--- src/rtl/core/boot_region_allocator_core_macros.svh ---
// Assertion macros for the boot region allocator
`ifndef BOOT_REGION_ALLOCATOR_CORE_MACROS_SVH
`define BOOT_REGION_ALLOCATOR_CORE_MACROS_SVH

// same-cycle implication, checked on clk, off during reset
`define BRA_ASSERT_NOW(lbl, ante, cons, msg) \
	lbl: assert property (@(posedge clk) disable iff (!arst_n) (ante) |-> (cons)) \
		else $error(msg);

// next-cycle implication
`define BRA_ASSERT_NXT(lbl, ante, cons, msg) \
	lbl: assert property (@(posedge clk) disable iff (!arst_n) (ante) |=> (cons)) \
		else $error(msg);

`endif

--- src/rtl/core/bra_pkg.sv ---
// Shared constants and types of the boot region allocator
package bra_pkg;
	localparam int ADDR_W          = 52;
	localparam int PAGES_W         = 20;
	localparam int SLOTS_DEF       = 16;
	localparam int PAGE_BYTES_DEF  = 4096;
	localparam logic [ADDR_W-1:0] LOW_LIMIT = 52'h0_0001_0000_0000;

	localparam logic [1:0] MODE_ADD_USABLE = 2'd0;
	localparam logic [1:0] MODE_ADD_RESVD  = 2'd1;
	localparam logic [1:0] MODE_ALLOC      = 2'd2;

	localparam logic [2:0] ST_OK        = 3'd0;
	localparam logic [2:0] ST_FULL      = 3'd1;
	localparam logic [2:0] ST_ZERO      = 3'd2;
	localparam logic [2:0] ST_NOFIT     = 3'd3;
	localparam logic [2:0] ST_RES_FULL  = 3'd4;

	// append write into one cell
	typedef struct packed {
		logic              en;
		logic [ADDR_W-1:0] base;
		logic [ADDR_W-1:0] size;
	} bra_wr_t;

	// scan token state leaving a cell
	typedef struct packed {
		logic tok;
		logic hit;
	} bra_scan_t;
endpackage

--- src/rtl/core/bra_ucell.sv ---
// One usable-region cell: holds an entry and tests it when the scan token arrives
module bra_ucell import bra_pkg::*; #(
	parameter int PAGE_BYTES = PAGE_BYTES_DEF
) (
	input  logic              clk,
	input  logic              arst_n,
	input  bra_wr_t           wr,
	input  logic              tok_in,
	input  logic [ADDR_W-1:0] span,
	input  logic [ADDR_W-1:0] kend,
	output bra_scan_t         scan,
	output logic [ADDR_W-1:0] base
);
	localparam logic [ADDR_W-1:0] PageLim = ADDR_W'(PAGE_BYTES);

	logic              tok_q;
	logic [ADDR_W-1:0] base_q;
	logic [ADDR_W-1:0] size_q;
	logic              qual;

	// first-fit qualification of this entry
	assign qual = (size_q > PageLim) && (base_q < LOW_LIMIT) && (base_q > kend)
		&& (size_q >= span);
	assign scan.hit = tok_q & qual;
	assign scan.tok = tok_q & ~qual;
	assign base     = scan.hit ? base_q : '0;

	always_ff @(posedge clk or negedge arst_n) begin
		if (!arst_n) begin
			tok_q <= 1'b0;
		end else begin
			tok_q <= tok_in;
		end
	end

	// append or carve from the base
	always_ff @(posedge clk) begin
		if (wr.en) begin
			base_q <= wr.base;
			size_q <= wr.size;
		end else if (scan.hit) begin
			base_q <= base_q + span;
			size_q <= size_q - span;
		end
	end
endmodule

--- config.mk ---
export PLATFORM = sky130hd
export DESIGN_NAME = bra_ucell
export DESIGN_NICKNAME = d
export VERILOG_FILES = /design/src/rtl/core/boot_region_allocator_core_macros.svh /design/src/rtl/core/bra_pkg.sv /design/src/rtl/core/bra_ucell.sv
export SDC_FILE = /design/constraint.sdc
export NUM_CORES = 1
export LEC_CHECK = 0
export BUFFER_PORTS_ARGS = -buffer_cell sky130_fd_sc_hd__buf_2
export CAP_MARGIN = 20
export CORE_ASPECT_RATIO = 1.25
export CORE_UTILIZATION = 30
export CTS_CLUSTER_SIZE = 16
export DETAILED_ROUTE_END_ITERATION = 10
export PLACE_DENSITY_LB_ADDON = 0.05
export SLEW_MARGIN = 30
export SYNTH_ARGS = -nofsm -noshare
export SYNTH_HDL_FRONTEND = slang
export SYNTH_SLANG_ARGS = --single-unit
--- constraint.sdc ---
create_clock -name clk -period 13.5 [get_ports clk]
set_clock_uncertainty 0.1 [all_clocks]
set_input_delay 1.35 -clock clk [delete_from_list [all_inputs] [get_ports clk]]
set_output_delay 1.35 -clock clk [all_outputs]
set_load 0.05 [all_outputs]
==> summary.md <==
| Metric | Value |
|---|---|
| Status | `completed` |
| XOR/XNOR share of the synthesized area | `6.72%` |
| Total iterations of the first detailed-routing run | `5` |
| Number of synthesized register bits | `105` |
| Compound-gate portion of the synthesized area | `26.5%` |
| Clock sinks | `105` |
| DRT antenna net count | `0` |
| Number of port buffers | `245` |
| WP data required | `12.05 ns` |
| Mux cell area share after synthesis | `0.623%` |
| Share of layout cells above drive strength 1 | `16.7%` |
| Top cells by area, synth | `edfxtp_1 25%, ha_1 16%, o21ai_0 6.1%, a21o_1 5.5%, nand2_1 5.1%` |
| DP HPWL | `37700 um` |
| Area Overhead vs Synth | `15.7%` |
| FP Rows | `82` |
| Max-Cap Viols | `0` |
| Launch point of the worst path | `span[0]` |
| Clk_lat worst skew | `0.38 ns` |
| IO Count | `266` |
| Slew @ Worst Pin | `0.898 ns` |
| Setup_tns | `0 ns` |
| Core Area | `0.0402 mm^2` |
| Period utilization | `50.2%` |
| Largest family of logic cells by synthesized area | `compound AO/OA/AOI/OAI gates` |
| Worst Path Max Fanout | `34` |
| Max clock buf depth | `2` |
| Detailed-route DRC error count | `0` |
| Final Max Tran Viols | `0` |
| Vias in the first global route | `11.8k` |
| Most area-hungry cell type in the Yosys netlist | `edfxtp_1` |
| Final min period | `6.78 ns` |
| RSZ-0062 raised after global routing | `no` |
| Adder-cell share of the synthesized area | `16.2%` |
| Die area | `0.0417 mm^2` |
| Unique cell type count in the Yosys netlist | `75` |
| Final Util | `35.3%` |
| Setup Viol. Count Final | `0` |
| CP Capture Type | `primary output` |
| First-pass GRT wire length | `68100 um` |
| HP Class | `in -> async` |
| Power per cell area | `103 mW/mm^2` |
| Top cell type's share of synthesized area | `25.5%` |
| Syn Area/Cell | `8.10 um^2` |
| Overall Global Routing Usage | `21.8%` |
| CTS tree | `done` |
| Setup WS pre-CTS | `6.67 ns` |
| Antenna violations before repair | `0` |
| Ys async rst share | `0.952%` |
| Mapped Area | `0.0123 mm^2` |
| # diodes | `0` |
| CTS root buf | `clkbuf_16` |
| Post-route cell area | `0.0142 mm^2` |
| Clock Pin Slew Worst Setup and Hold Paths | `0.08 ns` |
| Gr ovfl total | `0` |
| Max VDD drop | `0.0000483 V` |
| Total power | `1.46 mW` |
| Worst path arrival time | `5.33 ns` |
| Simple-Gate Fraction of Synth Area | `17.0%` |
| Post-route setup slack | `6.72 ns` |
| Initial Util | `30.5%` |
| Via/cell ratio | `5.15` |
| Hold_buf cts | `0` |
| EDFF count, synth | `104` |
| Total number of vias | `11.7k` |
| Final hold slack | `0.634 ns` |
| Most used DFF post-synth | `edfxtp_1` |
| Final net count | `2083` |
| Yosys Warn Count | `0` |
| WS Path Type | `in -> out` |
| Post-synth top cells | `168 x nand2_1, 155 x ha_1, 149 x o21ai_0, 135 x inv_1, 122 x a21oi_1` |
| Cell with the most instances after synthesis | `nand2_1` |
| Avg WL per Cell | `20.0 um` |
| Footprint of the multi-input gates | `0.00830 mm^2` |
| Placer Congestion | `0.857` |
| Pin count of the biggest net entering global routing | `84` |
| Fmax | `0.148 GHz` |
| WL final | `45200 um` |
| CTS Buf Count | `9` |
| Launch point of the worst reg-to-reg path | `size_q[0]$_DFFE_PP_` |
| DR iter-0 viols | `711` |
| Die W | `183 um` |
| Crit path launch type | `input port` |
| # resized after CTS | `0` |
| Filler cell count | `4401` |
| Placed insts | `2249` |
| FF/Latch Area | `0.00315 mm^2` |
| Cell count after synthesis | `1513` |
| H-tree level count | `3` |
| Non-Filler Instances | `2265` |
| Sequential area share after synthesis | `25.7%` |
| Placed instance area | `0.0139 mm^2` |
| P_leak | `6.84 nW` |
| Slew margin rel. | `39.6%` |
| Post-CTS Setup Bufs | `0` |
| Die span in y | `228 um` |
| Final hold vios | `0` |
final cells by class:
cell class | instances | share of cell area, %
multi-input cells | 1213 | 58.5
flip-flops and latches | 105 | 22.2
repair buffers | 250 | 9.09
well taps | 546 | 4.82
inverters | 135 | 3.57
clock buffers | 13 | 1.69
clock inverters | 3 | 0.141
sequential cells by signal, indices dropped and copies added (netlist names):
register,cells
tok_q,1
base_q,52
size_q,52
metal layers:
metal	vias to the layer above	share of wire, %	track usage (%)
li1	5896	-	-
met1	5404	43	26.7
met2	310	50	38.7
met3	59	3.2	2.03
met4	0	3.7	8.80
met5	-	0	0
final timing paths:
| path | to | slack (ns) | cells after the start |
|---|---|---|---|
| min | tok_q$_DFF_PN0_ | 0.63 | 1 |
| max in group asynchronous | tok_q$_DFF_PN0_ | 12.58 | 1 |
| max | base[31] | 6.72 | 13 |
| min in group clk | base_q[0]$_DFFE_PP_ | 0.69 | 2 |
| max reg2reg | size_q[34]$_DFFE_PP_ | 8.10 | 14 |
| min reg2reg | base_q[0]$_DFFE_PP_ | 0.69 | 2 |
layout by cell type, fill, tap and decap left out, types with 5 or more instances in the layout:
cell type	instances
o21ai_0	148
ha_1	155
inv_1	135
buf_2	244
o21bai_1	16
a21o_1	90
clkbuf_16	9
nand2b_1	10
a211o_1	6
a221oi_1	5
a31oi_1	9
a211oi_1	13
or3_1	5
and3_1	43
nor2_1	57
xor2_1	40
conb_1	20
mux2_2	5
and2_1	8
nand4_1	39
nor3_1	23
nor2b_1	15
edfxtp_1	104
xnor2_1	54
o31ai_1	5
nor4_1	24
nand3_1	23
a21oi_1	122
o21a_1	22
o211ai_1	5
nand2_1	168
o21ai_1	11
power breakdown:
group | switching, mW | total, mW | leakage (nW) | internal [mW]
combinational | 0.438 | 0.732 | 5.68 | 0.294
clock | 0.137 | 0.263 | 0.120 | 0.126
sequential | 0.0411 | 0.462 | 1.04 | 0.421
cells by family after synthesis:
kind of cell | after synthesis
fa+ha+maj | 157
mux | 7
compound gates | 506
flops | 105
simple gates | 429
buf+inv | 214
xor+xnor | 94
other cells | 1
worst max-delay path, cell delays in order:
cell,delay (ns)
buf_2,0.12
ha_1,0.22
fa_1,0.40
nor2b_1,0.16
o31ai_1,0.15
a21oi_2,0.28
o31ai_4,0.14
o211ai_2,0.33
a21oi_4,0.13
o41ai_2,0.60
o211a_2,0.82
and3_1,0.34
buf_2,0.29
No activity file was read; power rests on OpenSTA's default activity.
