==> config.mk <==
export PLATFORM = sky130hd
export DESIGN_NAME = bra_rcell
export DESIGN_NICKNAME = d
export VERILOG_FILES = /design/src/rtl/core/boot_region_allocator_core_macros.svh /design/src/rtl/core/bra_pkg.sv /design/src/rtl/core/bra_rcell.sv
export SDC_FILE = /design/constraint.sdc
export NUM_CORES = 1
export LEC_CHECK = 0
export BUFFER_PORTS_ARGS = -buffer_cell sky130_fd_sc_hd__buf_2
export CAP_MARGIN = 25
export CORE_MARGIN = 1
export CORE_UTILIZATION = 25
export DETAILED_ROUTE_END_ITERATION = 16
export REMOVE_ABC_BUFFERS = 1
export SLEW_MARGIN = 5
export SYNTH_ARGS = -nofsm -noshare
export SYNTH_HDL_FRONTEND = slang
export SYNTH_SLANG_ARGS = --single-unit
==> constraint.sdc <==
create_clock -name clk -period 6.1 [get_ports clk]
set_input_delay 1.525 -clock clk [delete_from_list [all_inputs] [get_ports clk]]
set_output_delay 1.525 -clock clk [all_outputs]
set_load 0.02 [all_outputs]
==> src/rtl/core/boot_region_allocator_core_macros.svh <==
// Assertion macros for the boot region allocator
`ifndef BOOT_REGION_ALLOCATOR_CORE_MACROS_SVH
`define BOOT_REGION_ALLOCATOR_CORE_MACROS_SVH

// same-cycle implication, checked on clk, off during reset
`define BRA_ASSERT_NOW(lbl, ante, cons, msg) \
	lbl: assert property (@(posedge clk) disable iff (!arst_n) (ante) |-> (cons)) \
		else $error(msg);

// next-cycle implication
`define BRA_ASSERT_NXT(lbl, ante, cons, msg) \
	lbl: assert property (@(posedge clk) disable iff (!arst_n) (ante) |=> (cons)) \
		else $error(msg);

`endif

==> src/rtl/core/bra_pkg.sv <==
// Shared constants and types of the boot region allocator
package bra_pkg;
	localparam int ADDR_W          = 52;
	localparam int PAGES_W         = 20;
	localparam int SLOTS_DEF       = 16;
	localparam int PAGE_BYTES_DEF  = 4096;
	localparam logic [ADDR_W-1:0] LOW_LIMIT = 52'h0_0001_0000_0000;

	localparam logic [1:0] MODE_ADD_USABLE = 2'd0;
	localparam logic [1:0] MODE_ADD_RESVD  = 2'd1;
	localparam logic [1:0] MODE_ALLOC      = 2'd2;

	localparam logic [2:0] ST_OK        = 3'd0;
	localparam logic [2:0] ST_FULL      = 3'd1;
	localparam logic [2:0] ST_ZERO      = 3'd2;
	localparam logic [2:0] ST_NOFIT     = 3'd3;
	localparam logic [2:0] ST_RES_FULL  = 3'd4;

	// append write into one cell
	typedef struct packed {
		logic              en;
		logic [ADDR_W-1:0] base;
		logic [ADDR_W-1:0] size;
	} bra_wr_t;

	// scan token state leaving a cell
	typedef struct packed {
		logic tok;
		logic hit;
	} bra_scan_t;
endpackage

==> src/rtl/core/bra_rcell.sv <==
// One reserved-region cell: merges the carved span when adjacent
module bra_rcell import bra_pkg::*; (
	input  logic              clk,
	input  logic              arst_n,
	input  bra_wr_t           wr,
	input  logic              tok_in,
	input  logic [ADDR_W-1:0] start,
	input  logic [ADDR_W-1:0] span,
	output bra_scan_t         scan
);
	logic              tok_q;
	logic [ADDR_W-1:0] base_q;
	logic [ADDR_W-1:0] size_q;
	logic [ADDR_W:0]   span_end;
	logic [ADDR_W:0]   ent_end;
	logic              below;
	logic              above;

	// adjacency, no wrap on either end
	assign span_end = {1'b0, start} + {1'b0, span};
	assign ent_end  = {1'b0, base_q} + {1'b0, size_q};
	assign below    = span_end == {1'b0, base_q};
	assign above    = ent_end == {1'b0, start};
	assign scan.hit = tok_q & (below | above);
	assign scan.tok = tok_q & ~(below | above);

	always_ff @(posedge clk or negedge arst_n) begin
		if (!arst_n) begin
			tok_q <= 1'b0;
		end else begin
			tok_q <= tok_in;
		end
	end

	// append, or grow downward / upward
	always_ff @(posedge clk) begin
		if (wr.en) begin
			base_q <= wr.base;
			size_q <= wr.size;
		end else if (scan.hit) begin
			if (below) begin
				base_q <= start;
			end
			size_q <= size_q + span;
		end
	end
endmodule

==> summary.json, run 1 <==
{
  "cp_slowest_cell": {"value": "or4b_1"},
  "clock_pin_slew_reported_for_the_worst_setup_and_hold_paths_after_clock_tree_synthesis": {"value": 0.09, "unit": "ns"},
  "highest_layer": {"value": "met5"},
  "rsz0062_at_grt": {"value": "true"},
  "power.share.combinational": {"value": 66.8, "unit": "%"},
  "drt-total-wl": {"value": 80100, "unit": "um"},
  "cp.arrival": {"value": 4.99, "unit": "ns"},
  "powerDensity": {"value": 225, "unit": "mW/mm2"},
  "timing.critical_path.max_delay_family": {"value": "simple AND/OR/NAND/NOR gates"},
  "run_status": {"value": "complete, but fails checks"},
  "number_of_warnings_reported_in_the_yosys_synthesis_log": {"value": 0},
  "worst-setup-path-type": {"value": "in2out"},
  "place_hpwl": {"value": 69900, "unit": "um"},
  "drtAntennaViolNets": {"value": 0},
  "layout-drive-gt1-share": {"value": 32.7, "unit": "%"},
  "antenna_found_initial": {"value": 5},
  "1st_pass_router_iterations": {"value": 5},
  "grt_remaining_overflow": {"value": 0},
  "clock_tree.root_cell": {"value": "clkbuf_16"},
  "fillerInstances": {"value": 6738},
  "failed_checks": {"value": "setup timing"},
  "ios": {"value": 214},
  "min_period_over_period": {"value": 107, "unit": "%"},
  "share_seq_of_total_power": {"value": 19.5, "unit": "%"},
  "finalSetupTns": {"value": -0.825, "unit": "ns"},
  "post-route-min-period": {"value": 6.51, "unit": "ns"},
  "finalWeightedCongestion": {"value": 1.02},
  "grt_usage": {"value": 23.8, "unit": "%"},
  "routed-via-count": {"value": 18957},
  "clk-insertion-delay-late": {"value": 0.42, "unit": "ns"},
  "detail_route.wl_per_cell": {"value": 22.4, "unit": "um"},
  "switching_share": {"value": 46.0, "unit": "%"},
  "num_rows": {"value": 92},
  "flow.area_growth_from_synthesis": {"value": 38.9, "unit": "%"},
  "hold_start": {"value": "size_q[0]"},
  "layout_common_cells": {"value": "buf_4, nand2_1, buf_2"},
  "postPlaceCellArea": {"value": 0.0218, "unit": "mm2"},
  "critical-path-max-stage-delay": {"value": 0.58, "unit": "ns"},
  "leakage": {"value": 9.62, "unit": "nW"},
  "startpoint": {"value": "start[50]"},
  "worst_hold_path_type": {"value": "reg2reg"},
  "worst-path-max-fanout": {"value": 3},
  "first_global_vias": {"value": 18538},
  "place.port_buffers": {"value": 213},
  "via_per_inst": {"value": 5.31},
  "mapped_cells": {"value": 2046},
  "start_util": {"value": 25.4, "unit": "%"},
  "setup_viol": {"value": 2},
  "tritoncts": {"value": "yes"},
  "synth_flop_cell": {"value": "edfxtp_1"},
  "post_synth.cell_area_avg": {"value": 7.87, "unit": "um2"},
  "finalNetCount": {"value": 3088},
  "cts.hold.buffers_added": {"value": 0},
  "coreArea": {"value": 0.0634, "unit": "mm2"},
  "cp_startpoint_kind": {"value": "primary input"},
  "crit_required": {"value": 4.58, "unit": "ns"},
  "layout_commonest_cell": {"value": "buf_4"},
  "pin_count_of_the_biggest_net_entering_global_routing": {"value": 72},
  "synthDistinctLibCells": {"value": 96},
  "clock.fmax": {"value": 0.154, "unit": "GHz"},
  "drt-met1-wl": {"value": 36300, "unit": "um"},
  "number_of_violations_reported_at_the_end_of_detailed_routing_iteration_0": {"value": 1632},
  "crit_chain": {"value": "buf_2, xnor2_1, nor3b_1, nor4_1, buf_4, o2111ai_1, a2111o_1, or4_1, or4b_1, nor2_1, buf_4, a21oi_2, and2_4, buf_6"},
  "yosysSeqAreaShare": {"value": 19.5, "unit": "%"},
  "cell_internal_power_dissipation": {"value": 2.72, "unit": "mW"},
  "cts.sink_count": {"value": 105},
  "clock-skew-final": {"value": 0.0212, "unit": "ns"},
  "power.net_switching": {"value": 2.32, "unit": "mW"},
  "p_clk_share": {"value": 13.7, "unit": "%"},
  "max-slew-margin-rel": {"value": 42.4, "unit": "%"},
  "timing_worst_slew_pin_value": {"value": 0.858, "unit": "ns"},
  "drc": {"value": 0},
  "ctsLongestPathBuffers": {"value": 2},
  "max_cap_viol_count": {"value": 0},
  "crit_path_frequent_cell": {"value": "buf_4"},
  "chipHeight": {"value": 256, "unit": "um"},
  "floorplan_die_area": {"value": 0.0655, "unit": "mm2"},
  "r2r_start": {"value": "base_q[0]"},
  "synth_edf_count": {"value": 104},
  "dieWidth": {"value": 256, "unit": "um"},
  "report.final.slew_viol_count": {"value": 0},
  "asyncSetResetFlopFracSynth": {"value": 0.952, "unit": "%"},
  "cp_num_buf_inv": {"value": 4},
  "postLayoutSetupSlackWorst": {"value": -0.414, "unit": "ns"},
  "timing.hold.ws": {"value": 0.803, "unit": "ns"},
  "number_of_buffers_added_by_the_clock_tree_synthesis_step": {"value": 9},
  "critical_path.endpoint_type": {"value": "output pin"},
  "synth_seq_cells": {"value": 105},
  "wl_met2": {"value": 37400, "unit": "um"},
  "ir_worst_vdd": {"value": 166, "unit": "uV"},
  "hold_viol": {"value": 0},
  "htree_num_levels": {"value": 3},
  "global_route_wire_length_before_repair": {"value": 117000, "unit": "um"},
  "met3_length": {"value": 3840, "unit": "um"},
  "synth.cell_area": {"value": 0.0161, "unit": "mm2"},
  "final_area": {"value": 0.0224, "unit": "mm2"}
}
[tightest hold or removal path, stage by stage, from the launching register on]
cell	delay (ns)
edfxtp_1	0.36
buf_4	0.11
ha_1	0.10
mux2_2	0.13
[cell families after synthesis]
kind of cell / after synthesis / share of synthesized area, %
fa+ha+maj: 158 / 12.4
xor+xnor: 182 / 9.90
simple gates: 684 / 20.7
compound gates: 722 / 28.8
buf+inv: 120 / 3.50
flops: 105 / 19.5
mux: 75 / 5.12
[flip-flops by register name, summed over array words and instances, names as in the netlist]
signal / cells
tok_q: 1
size_q: 52
base_q: 52
[power groups by stage]
stage	Combinational, mW	Clock, mW	Sequential (mW)
2_1_floorplan	1.76	0	0.957
3_3_place_gp	3.26	0	0.993
4_1_cts	3.29	0.711	0.979
5_1_grt	3.60	0.733	0.986
6_report	3.37	0.691	0.980
3_5_place_dp	3.25	0	0.995
[Yosys cell counts (7+ instances only)]
master | instances | share of area, %
nand2_1 | 230 | 5.4
a21oi_1 | 199 | 6.2
o21ai_0 | 181 | 5.6
ha_1 | 155 | 12
nor2_1 | 148 | 3.4
xnor2_1 | 113 | 6.1
edfxtp_1 | 104 | 19
xor2_1 | 69 | 3.8
nand4_1 | 66 | 2.6
clkbuf_1 | 62 | 1.4
mux2_2 | 59 | 4.1
a21o_1 | 58 | 2.7
nand3_1 | 45 | 1.4
nor3_1 | 42 | 1.3
o21a_1 | 40 | 1.9
a211oi_1 | 30 | 1.4
inv_1 | 28 | 0.65
a31oi_1 | 25 | 0.97
and3_1 | 21 | 0.82
nand2b_1 | 21 | 0.82
and4_1 | 18 | 0.98
nor2b_1 | 18 | 0.70
nor4_1 | 18 | 0.70
buf_2 | 17 | 0.53
mux2i_1 | 16 | 0.99
o211ai_1 | 14 | 0.65
o21bai_1 | 14 | 0.65
a211o_1 | 12 | 0.65
and2_1 | 11 | 0.43
o31ai_1 | 11 | 0.51
a2111oi_0 | 10 | 0.54
o2111ai_1 | 9 | 0.49
o22ai_1 | 9 | 0.35
a221oi_1 | 8 | 0.43
a22oi_1 | 8 | 0.37
nand3b_1 | 8 | 0.37
o31a_1 | 8 | 0.43
or2_2 | 8 | 0.31
a21oi_2 | 7 | 0.38
o21ai_1 | 7 | 0.22
[worst paths after layout]
kind | to | slack, ns | depth (start not counted)
setup / recovery | scan[1] | -0.41 | 14
hold / removal | size_q[0] | 0.80 | 3
setup reg to reg | size_q[26] | 1.14 | 16
hold reg to reg | size_q[0] | 0.80 | 3
max in group asynchronous | tok_q | 5.16 | 1
min in group asynchronous | tok_q | 0.86 | 1
[area by class of cell]
| class | instances | area [um2] | area share (%) |
|---|---|---|---|
| Multi-Input combinational cell | 1821 | 12600 | 56.1 |
| Timing Repair Buffer | 753 | 5190 | 23.2 |
| Sequential cell | 105 | 3150 | 14.1 |
| Tap cell | 846 | 1060 | 4.73 |
| Clock buffer | 12 | 236 | 1.06 |
| Inverter | 28 | 105 | 0.470 |
| Clock inverter | 4 | 76.3 | 0.341 |
| Antenna cell | 3 | 7.51 | 0.0335 |
[per-layer routing]
layer / global-route usage (%) / vias to the layer above
li1: - / 9158
met1: 31.8 / 9070
met2: 39.4 / 616
met3: 2.38 / 111
met4: 8.93 / 2
met5: 0 / -
[per-stage QoR]
stage	util, %	total power [mW]	setup slack [ns]	cells
finish	35.3	5.04	-0.414	3572
global route	35.3	5.32	-0.557	3572
CTS	35.2	4.98	-0.472	3568
detailed placement	34.4	4.25	-0.819	3548
global placement	34.4	4.26	-0.678	3548
floorplan	-	2.72	-0.207	1954
[what timing repair did]
item | in CTS | in global routing
resized for setup | 27 | 20
pin swaps | 19 | 12
endpoints found under the setup margin | 2 | 2
setup buffers | 4 | 1
No activity file was read; power rests on OpenSTA's default activity.
==> run 2, diff against run 1 <==
Clock period 6.1 ns to 7.1 ns, I/O delays scaled along.
==> run 2 against run 1 <==
Effect of this change: the flow now finishes without violations; power shrank 22%; clock skew fell by 0.0026 ns; design area down 11%; global-route usage fell by 0.64 points; utilization decreased by 3.9 points; worst hold slack worse by 0.071 ns; die area stayed put; wire length shrank 2.7%; highest routed layer unchanged.
==> summary.json, run 2 (synthesized netlist as in run 1, its figures left out) <==
{
  "timing.critical_path.max_delay_family": {"value": "compound AO/OA/AOI/OAI gates", "change": "was simple AND/OR/NAND/NOR gates"},
  "number_of_violations_reported_at_the_end_of_detailed_routing_iteration_0": {"value": 1796, "change": "was 1632"},
  "rsz0062_at_grt": {"value": "true", "change": "unchanged"},
  "timing_worst_slew_pin_value": {"value": 0.993, "unit": "ns", "change": "was 0.858 ns"},
  "grt_remaining_overflow": {"value": 0, "change": "unchanged"},
  "finalWeightedCongestion": {"value": 1.04, "change": "was 1.02"},
  "clock_tree.root_cell": {"value": "clkbuf_16", "change": "unchanged"},
  "crit_required": {"value": 5.33, "unit": "ns", "change": "was 4.58 ns"},
  "max-slew-margin-rel": {"value": 33.1, "unit": "%", "change": "was 42.4%"},
  "dieWidth": {"value": 256, "unit": "um", "change": "unchanged"},
  "pin_count_of_the_biggest_net_entering_global_routing": {"value": 113, "change": "was 72"},
  "number_of_buffers_added_by_the_clock_tree_synthesis_step": {"value": 9, "change": "unchanged"},
  "place.port_buffers": {"value": 213, "change": "unchanged"},
  "drc": {"value": 0, "change": "unchanged"},
  "cts.hold.buffers_added": {"value": 0, "change": "unchanged"},
  "clock.fmax": {"value": 0.142, "unit": "GHz"},
  "cp_slowest_cell": {"value": "a2111oi_1", "change": "was or4b_1"},
  "worst-path-max-fanout": {"value": 2, "change": "was 3"},
  "layout_commonest_cell": {"value": "nand2_1", "change": "was buf_4"},
  "drt-total-wl": {"value": 77900, "unit": "um", "change": "was 80100 um"},
  "ctsLongestPathBuffers": {"value": 2, "change": "unchanged"},
  "worst_hold_path_type": {"value": "reg2reg", "change": "unchanged"},
  "clock-skew-final": {"value": 0.0186, "unit": "ns", "change": "was 0.0212 ns"},
  "cell_internal_power_dissipation": {"value": 1.99, "unit": "mW", "change": "was 2.72 mW"},
  "final_area": {"value": 0.0199, "unit": "mm2", "change": "was 0.0224 mm2"},
  "global_route_wire_length_before_repair": {"value": 114000, "unit": "um", "change": "was 117000 um"},
  "cp_num_buf_inv": {"value": 3, "change": "was 4"},
  "timing.hold.ws": {"value": 0.732, "unit": "ns", "change": "was 0.803 ns"},
  "cp_startpoint_kind": {"value": "primary input", "change": "unchanged"},
  "via_per_inst": {"value": 5.54, "change": "was 5.31"},
  "chipHeight": {"value": 256, "unit": "um", "change": "unchanged"},
  "coreArea": {"value": 0.0634, "unit": "mm2", "change": "unchanged"},
  "ios": {"value": 214, "change": "unchanged"},
  "detail_route.wl_per_cell": {"value": 24.0, "unit": "um", "change": "was 22.4 um"},
  "p_clk_share": {"value": 13.5, "unit": "%", "change": "was 13.7%"},
  "layout-drive-gt1-share": {"value": 23.5, "unit": "%", "change": "was 32.7%"},
  "crit_cells": {"value": 17, "change": "was 14"},
  "finalSetupTns": {"value": 0, "unit": "ns", "change": "was -0.825 ns"},
  "drtAntennaViolNets": {"value": 0, "change": "unchanged"},
  "postLayoutSetupSlackWorst": {"value": 0.0415, "unit": "ns", "change": "was -0.414 ns"},
  "share_seq_of_total_power": {"value": 21.6, "unit": "%", "change": "was 19.5%"},
  "post-place-cells": {"value": 3222, "change": "was 3548"},
  "clk-insertion-delay-late": {"value": 0.42, "unit": "ns", "change": "about the same"},
  "antenna_found_initial": {"value": 6, "change": "was 5"},
  "crit_chain": {"value": "buf_8, ha_4, fa_2, a211o_1, a211o_1, a32oi_2, buf_4, nand2_1, mux2i_1, a2111oi_1, nand4_1, nor4_2, nand4_1, nor4_4, a21oi_2, and2_4, buf_6", "change": "was buf_2, xnor2_1, nor3b_1, nor4_1, buf_4, o2111ai_1, a2111o_1, or4_1, or4b_1, nor2_1, buf_4, a21oi_2, and2_4, buf_6"},
  "flow.area_growth_from_synthesis": {"value": 23.4, "unit": "%", "change": "was 38.9%"},
  "design_power_total": {"value": 3.92, "unit": "mW", "change": "was 5.04 mW"},
  "worst_hold_depth": {"value": 2, "change": "was 3"},
  "critical-path-max-stage-delay": {"value": 0.39, "unit": "ns", "change": "was 0.58 ns"},
  "power.net_switching": {"value": 1.93, "unit": "mW", "change": "was 2.32 mW"},
  "htree_num_levels": {"value": 3, "change": "unchanged"},
  "largestRegisters": {"value": "base_q: 52 flops, size_q: 52 flops, tok_q: 1 flops", "change": "unchanged"},
  "start_util": {"value": 25.4, "unit": "%", "change": "unchanged"},
  "reg2reg_depth": {"value": 15, "change": "was 16"},
  "first_global_vias": {"value": 17356, "change": "was 18538"},
  "report.final.slew_viol_count": {"value": 0, "change": "unchanged"},
  "setup_viol": {"value": 0, "change": "was 2"},
  "powerDensity": {"value": 197, "unit": "mW/mm2", "change": "was 225 mW/mm2"},
  "post-route-min-period": {"value": 7.06, "unit": "ns"},
  "1st_pass_router_iterations": {"value": 6, "change": "was 5"},
  "hold_viol": {"value": 0, "change": "unchanged"},
  "postPlaceCellArea": {"value": 0.0194, "unit": "mm2", "change": "was 0.0218 mm2"},
  "run_status": {"value": "finished clean", "change": "was complete, but fails checks"},
  "layout_common_cells": {"value": "nand2_1, buf_4, buf_2", "change": "was buf_4, nand2_1, buf_2"},
  "finalNetCount": {"value": 2762, "change": "was 3088"},
  "clock_pin_slew_reported_for_the_worst_setup_and_hold_paths_after_clock_tree_synthesis": {"value": 0.09, "unit": "ns", "change": "about the same"},
  "ir_worst_vdd": {"value": 148, "unit": "uV", "change": "was 166 uV"},
  "power.share.combinational": {"value": 64.9, "unit": "%", "change": "was 66.8%"},
  "floorplan_die_area": {"value": 0.0655, "unit": "mm2", "change": "unchanged"},
  "cts.sink_count": {"value": 105, "change": "unchanged"},
  "critical_path.endpoint_type": {"value": "output pin", "change": "unchanged"},
  "post-route-util": {"value": 31.3, "unit": "%", "change": "was 35.3%"},
  "cp.arrival": {"value": 5.28, "unit": "ns", "change": "was 4.99 ns"},
  "stdcell_count": {"value": 3247, "change": "was 3572"},
  "switching_share": {"value": 49.2, "unit": "%", "change": "was 46.0%"},
  "num_rows": {"value": 92, "change": "unchanged"},
  "tritoncts": {"value": "yes", "change": "unchanged"},
  "place_hpwl": {"value": 67200, "unit": "um", "change": "was 69900 um"},
  "grt_usage": {"value": 23.2, "unit": "%", "change": "was 23.8%"},
  "min_period_over_period": {"value": 99.4, "unit": "%"},
  "routed-via-count": {"value": 17992, "change": "was 18957"},
  "max_cap_viol_count": {"value": 0, "change": "unchanged"},
  "leakage": {"value": 8.02, "unit": "nW", "change": "was 9.62 nW"},
  "dp_worst_setup_slack": {"value": -0.263, "unit": "ns", "change": "was -0.819 ns"},
  "worst-setup-path-type": {"value": "in2out", "change": "unchanged"}
}
[run 2: cell count changes in the layout (fill, tap and decap cells not counted), moves of 2 or more]
cell	before	now
a21oi_1	192	195
a21oi_2	14	10
clkinv_1	0	2
nor4_2	5	3
nor4_1	13	15
buf_6	4	2
clkbuf_1	3	1
bufinv_16	2	0
buf_4	537	213
[run 2: worst min-delay path: stages, from the launching register on]
cell and delay [ns]:
edfxtp_1 0.38, ha_1 0.13, mux2_2 0.13
[run 2: layout make-up]
class / instances / area (um2)
clock inverters: 6 / 42.5
multi-input cells: 1821 / 12600
diodes: 4 / 10.0
inverters: 28 / 105
well taps: 846 / 1060
flip-flops and latches: 105 / 3150
repair buffers: 427 / 2730
clock buffers: 10 / 229
fillers: 6844 / 43500
[run 2: worst paths after layout]
| check | startpoint | end | slack [ns] |
|---|---|---|---|
| max | span[0] | scan[1] | 0.04 |
| min | size_q[0] | size_q[0] | 0.73 |
| max reg2reg | base_q[1] | size_q[28] | 1.66 |
| min reg2reg | size_q[0] | size_q[0] | 0.73 |
| max in group asynchronous | arst_n | tok_q | 5.91 |
| min in group asynchronous | arst_n | tok_q | 1.10 |
[run 2: per-layer routing]
layer	share of wire (%)	vias to the layer above	track usage, %
met3	6.0	135	2.58
met5	0.036	-	0
met4	4.4	4	10.2
met2	46	742	38.1
met1	44	8591	30.4
li1	-	8520	-
[run 2: power groups by stage]
stage          Clock (mW)  Sequential [mW]  Combinational, mW
6_report            0.530            0.847               2.55
5_1_grt             0.555            0.851               2.72
4_1_cts             0.541            0.845               2.48
3_5_place_dp            0            0.859               2.45
3_3_place_gp            0            0.858               2.47
2_1_floorplan           0            0.822               1.51
[run 2: what timing repair did]
action / in CTS / in global routing
gates cloned: 0 / 0
resized for setup: 22 / 25
buffers inserted: 2 / 3
pin swaps: 10 / 17
setup endpoints to repair: 2 / 2
==> run 3, diff against run 2 <==
Settings changed: CTS_CLUSTER_SIZE from default to 20, PLACE_DENSITY from default to 0.51, SLEW_MARGIN 5 to default.
==> run 3 against run 2 <==
Effect of this change: the flow now finishes with violations (setup timing); register-to-register slack improved by 0.20 ns; via count rose by 3.2%; sequential share of layout area fell by 1.2 points; wire length rose by 9.1%; die area did not move; first-iteration DRC count fell by 12%; critical endpoint unchanged; highest routed layer is now met4.
==> summary.json, run 3 (synthesized netlist as in run 1, its figures left out) <==
{
  "tritoncts": {"value": "yes", "change": "unchanged"},
  "place.port_buffers": {"value": 213, "change": "unchanged"},
  "crit_required": {"value": 5.33, "unit": "ns", "change": "about the same"},
  "start_util": {"value": 25.4, "unit": "%", "change": "unchanged"},
  "worst_hold_path_type": {"value": "reg2reg", "change": "unchanged"},
  "layout-drive-gt1-share": {"value": 28.9, "unit": "%", "change": "was 23.5%"},
  "p_clk_share": {"value": 13.3, "unit": "%", "change": "was 13.5%"},
  "flow.area_growth_from_synthesis": {"value": 33.2, "unit": "%", "change": "was 23.4%"},
  "max-slew-margin-rel": {"value": 14.7, "unit": "%", "change": "was 33.1%"},
  "htree_num_levels": {"value": 3, "change": "unchanged"},
  "coreArea": {"value": 0.0634, "unit": "mm2", "change": "unchanged"},
  "powerDensity": {"value": 191, "unit": "mW/mm2", "change": "was 197 mW/mm2"},
  "fillerInstances": {"value": 6791, "change": "was 6844"},
  "power.share.combinational": {"value": 65.7, "unit": "%", "change": "was 64.9%"},
  "1st_pass_router_iterations": {"value": 6, "change": "unchanged"},
  "failed_checks": {"value": "setup timing"},
  "rsz0062_at_grt": {"value": "true", "change": "unchanged"},
  "setup_viol": {"value": 2, "change": "was 0"},
  "run_status": {"value": "complete, but fails checks", "change": "was finished clean"},
  "floorplan_die_area": {"value": 0.0655, "unit": "mm2", "change": "unchanged"},
  "cts.sink_count": {"value": 105, "change": "unchanged"},
  "postLayoutSetupSlackWorst": {"value": -0.0834, "unit": "ns", "change": "was 0.0415 ns"},
  "via_per_inst": {"value": 5.46, "change": "was 5.54"},
  "cell_internal_power_dissipation": {"value": 2.09, "unit": "mW", "change": "was 1.99 mW"},
  "antenna-diode-count": {"value": 0, "change": "was 4"},
  "antenna_found_initial": {"value": 0, "change": "was 6"},
  "largestRegisters": {"value": "base_q: 52 flops, size_q: 52 flops, tok_q: 1 flops", "change": "unchanged"},
  "first_global_vias": {"value": 18296, "change": "was 17356"},
  "ir_worst_vdd": {"value": 118, "unit": "uV", "change": "was 148 uV"},
  "post-route-min-period": {"value": 7.18, "unit": "ns", "change": "was 7.06 ns"},
  "finalNetCount": {"value": 2922, "change": "was 2762"},
  "clock_pin_slew_reported_for_the_worst_setup_and_hold_paths_after_clock_tree_synthesis": {"value": 0.08, "unit": "ns", "change": "was 0.09 ns"},
  "layout_commonest_cell": {"value": "buf_4", "change": "was nand2_1"},
  "r2r_end": {"value": "size_q[32]", "change": "was size_q[28]"},
  "share_seq_of_total_power": {"value": 21.0, "unit": "%", "change": "was 21.6%"},
  "clock_tree.root_cell": {"value": "clkbuf_16", "change": "unchanged"},
  "place_hpwl": {"value": 72600, "unit": "um", "change": "was 67200 um"},
  "layout_common_cells": {"value": "buf_4, nand2_1, buf_2", "change": "was nand2_1, buf_4, buf_2"},
  "clk-insertion-delay-late": {"value": 0.41, "unit": "ns", "change": "was 0.42 ns"},
  "detail_route.wl_per_cell": {"value": 25.0, "unit": "um", "change": "was 24.0 um"},
  "drtAntennaViolNets": {"value": 0, "change": "unchanged"},
  "chipHeight": {"value": 256, "unit": "um", "change": "unchanged"},
  "design_power_total": {"value": 4.10, "unit": "mW", "change": "was 3.92 mW"},
  "grt_remaining_overflow": {"value": 0, "change": "unchanged"},
  "global_route.usage.met3": {"value": 2.48, "unit": "%", "change": "was 2.58%"},
  "grt.met1_usage": {"value": 34.0, "unit": "%", "change": "was 30.4%"},
  "critical_path.endpoint_type": {"value": "output pin", "change": "unchanged"},
  "hold_viol": {"value": 0, "change": "unchanged"},
  "global_route_wire_length_before_repair": {"value": 122000, "unit": "um", "change": "was 114000 um"},
  "report.final.slew_viol_count": {"value": 0, "change": "unchanged"},
  "number_of_violations_reported_at_the_end_of_detailed_routing_iteration_0": {"value": 1584, "change": "was 1796"},
  "drc": {"value": 0, "change": "unchanged"},
  "grt.busiest_layer": {"value": "met2", "change": "unchanged"},
  "power.net_switching": {"value": 2.01, "unit": "mW", "change": "was 1.93 mW"},
  "cp.arrival": {"value": 5.41, "unit": "ns", "change": "was 5.28 ns"},
  "grt_usage": {"value": 25.0, "unit": "%", "change": "was 23.2%"},
  "dieWidth": {"value": 256, "unit": "um", "change": "unchanged"},
  "worst-setup-path-type": {"value": "in2out", "change": "unchanged"},
  "drt-total-wl": {"value": 85000, "unit": "um", "change": "was 77900 um"},
  "cp_startpoint_kind": {"value": "primary input", "change": "unchanged"},
  "r2r_start": {"value": "base_q[43]", "change": "was base_q[1]"},
  "clock.fmax": {"value": 0.139, "unit": "GHz", "change": "was 0.142 GHz"},
  "timing_worst_slew_pin_value": {"value": 1.27, "unit": "ns", "change": "was 0.993 ns"},
  "switching_share": {"value": 49.0, "unit": "%", "change": "was 49.2%"},
  "post-route-util": {"value": 33.8, "unit": "%", "change": "was 31.3%"},
  "worst_hold_depth": {"value": 2, "change": "unchanged"},
  "gr-usage-met2": {"value": 42.6, "unit": "%", "change": "was 38.1%"},
  "leakage": {"value": 8.90, "unit": "nW", "change": "was 8.02 nW"},
  "max_cap_viol_count": {"value": 0, "change": "unchanged"},
  "ctsLongestPathBuffers": {"value": 2, "change": "unchanged"},
  "worst-path-max-fanout": {"value": 3, "change": "was 2"},
  "ios": {"value": 214, "change": "unchanged"},
  "hold_start": {"value": "size_q[0]", "change": "unchanged"},
  "clock-skew-final": {"value": 0.0150, "unit": "ns", "change": "was 0.0186 ns"},
  "min_period_over_period": {"value": 101, "unit": "%", "change": "was 99.4%"},
  "reg2reg_depth": {"value": 30, "change": "was 15"},
  "timing.hold.worst_endpoint": {"value": "size_q[0]", "change": "unchanged"},
  "finalWeightedCongestion": {"value": 1.01, "change": "was 1.04"},
  "routed-via-count": {"value": 18570, "change": "was 17992"},
  "cts.hold.buffers_added": {"value": 0, "change": "unchanged"},
  "pin_count_of_the_biggest_net_entering_global_routing": {"value": 88, "change": "was 113"},
  "setup.reg_to_reg.worst_slack": {"value": 1.86, "unit": "ns", "change": "was 1.66 ns"},
  "number_of_buffers_added_by_the_clock_tree_synthesis_step": {"value": 9, "change": "unchanged"},
  "num_rows": {"value": 92, "change": "unchanged"}
}
run 3: repair_timing:
item	in CTS	in global routing
endpoints found under the setup margin	2	106
endpoints found under the hold margin	0	0
setup buffers	20	11
pin swaps	14	28
gates cloned	0	8
resized for setup	30	53
run 3: cell type report:
class	count	area, um2	area share (%)
clock buffer	9	225	1.05
clock inverter	7	53.8	0.251
inverter	28	105	0.490
multi-input combinational	1821	12700	59.3
sequential	105	3150	14.7
tap	846	1060	4.93
timing repair buffer	587	4140	19.3
run 3: critical path, stage by stage:
cell and delay [ns]:
buf_8 0.10, ha_4 0.15, fa_2 0.37, a211o_1 0.33, a211o_4 0.38, a32oi_4 0.24, nand3_2 0.12, buf_6 0.14
a31oi_4 0.24, o21ai_1 0.12, xnor2_1 0.16, nor4_1 0.27, nand4_1 0.21, nor4_4 0.38, a21oi_2 0.13, and2_4 0.15
buf_6 0.12
run 3: metrics by stage:
step / cells / worst slack, ns / cell area (um2) / hold slack (ns) / setup TNS, ns
final: 3403 / -0.0834 / 21500 / 0.730 / -0.166
after detailed placement: 3353 / -0.505 / 20400 / 0.715 / -0.962
after global placement: 3353 / -0.518 / 20400 / 0.684 / -1.00
after floorplan: 1954 / 0.335 / 15700 / 0.665 / 0
after global routing: 3403 / -0.208 / 21500 / 0.757 / -0.405
after CTS: 3388 / -0.162 / 20900 / 0.734 / -4.43
run 3: worst max path at each step:
| stage | from | to | slack, ns | cells after the start |
|---|---|---|---|---|
| after floorplan | start[0] | scan[0] | 0.34 | 14 |
| after global placement | start[3] | scan[1] | -0.52 | 18 |
| after detailed placement | start[0] | scan[1] | -0.50 | 16 |
| after CTS | start[0] | scan[1] | -0.16 | 17 |
| after global routing | start[0] | scan[0] | -0.21 | 18 |
| final | start[0] | scan[1] | -0.08 | 17 |
run 3: power groups by stage:
stage / clock network (mW) / logic [mW] / registers [mW]
detailed placement: 0 / 2.56 / 0.871
global route: 0.581 / 2.88 / 0.863
floorplan: 0 / 1.51 / 0.822
finish: 0.546 / 2.69 / 0.860
CTS: 0.563 / 2.59 / 0.859
global placement: 0 / 2.57 / 0.874
run 3: routing by layer:
layer / part of all wire [%] / up-vias
met5: 0 / -
met4: 2.2 / 0
met3: 4.9 / 85
met2: 47 / 603
met1: 46 / 9057
li1: - / 8825
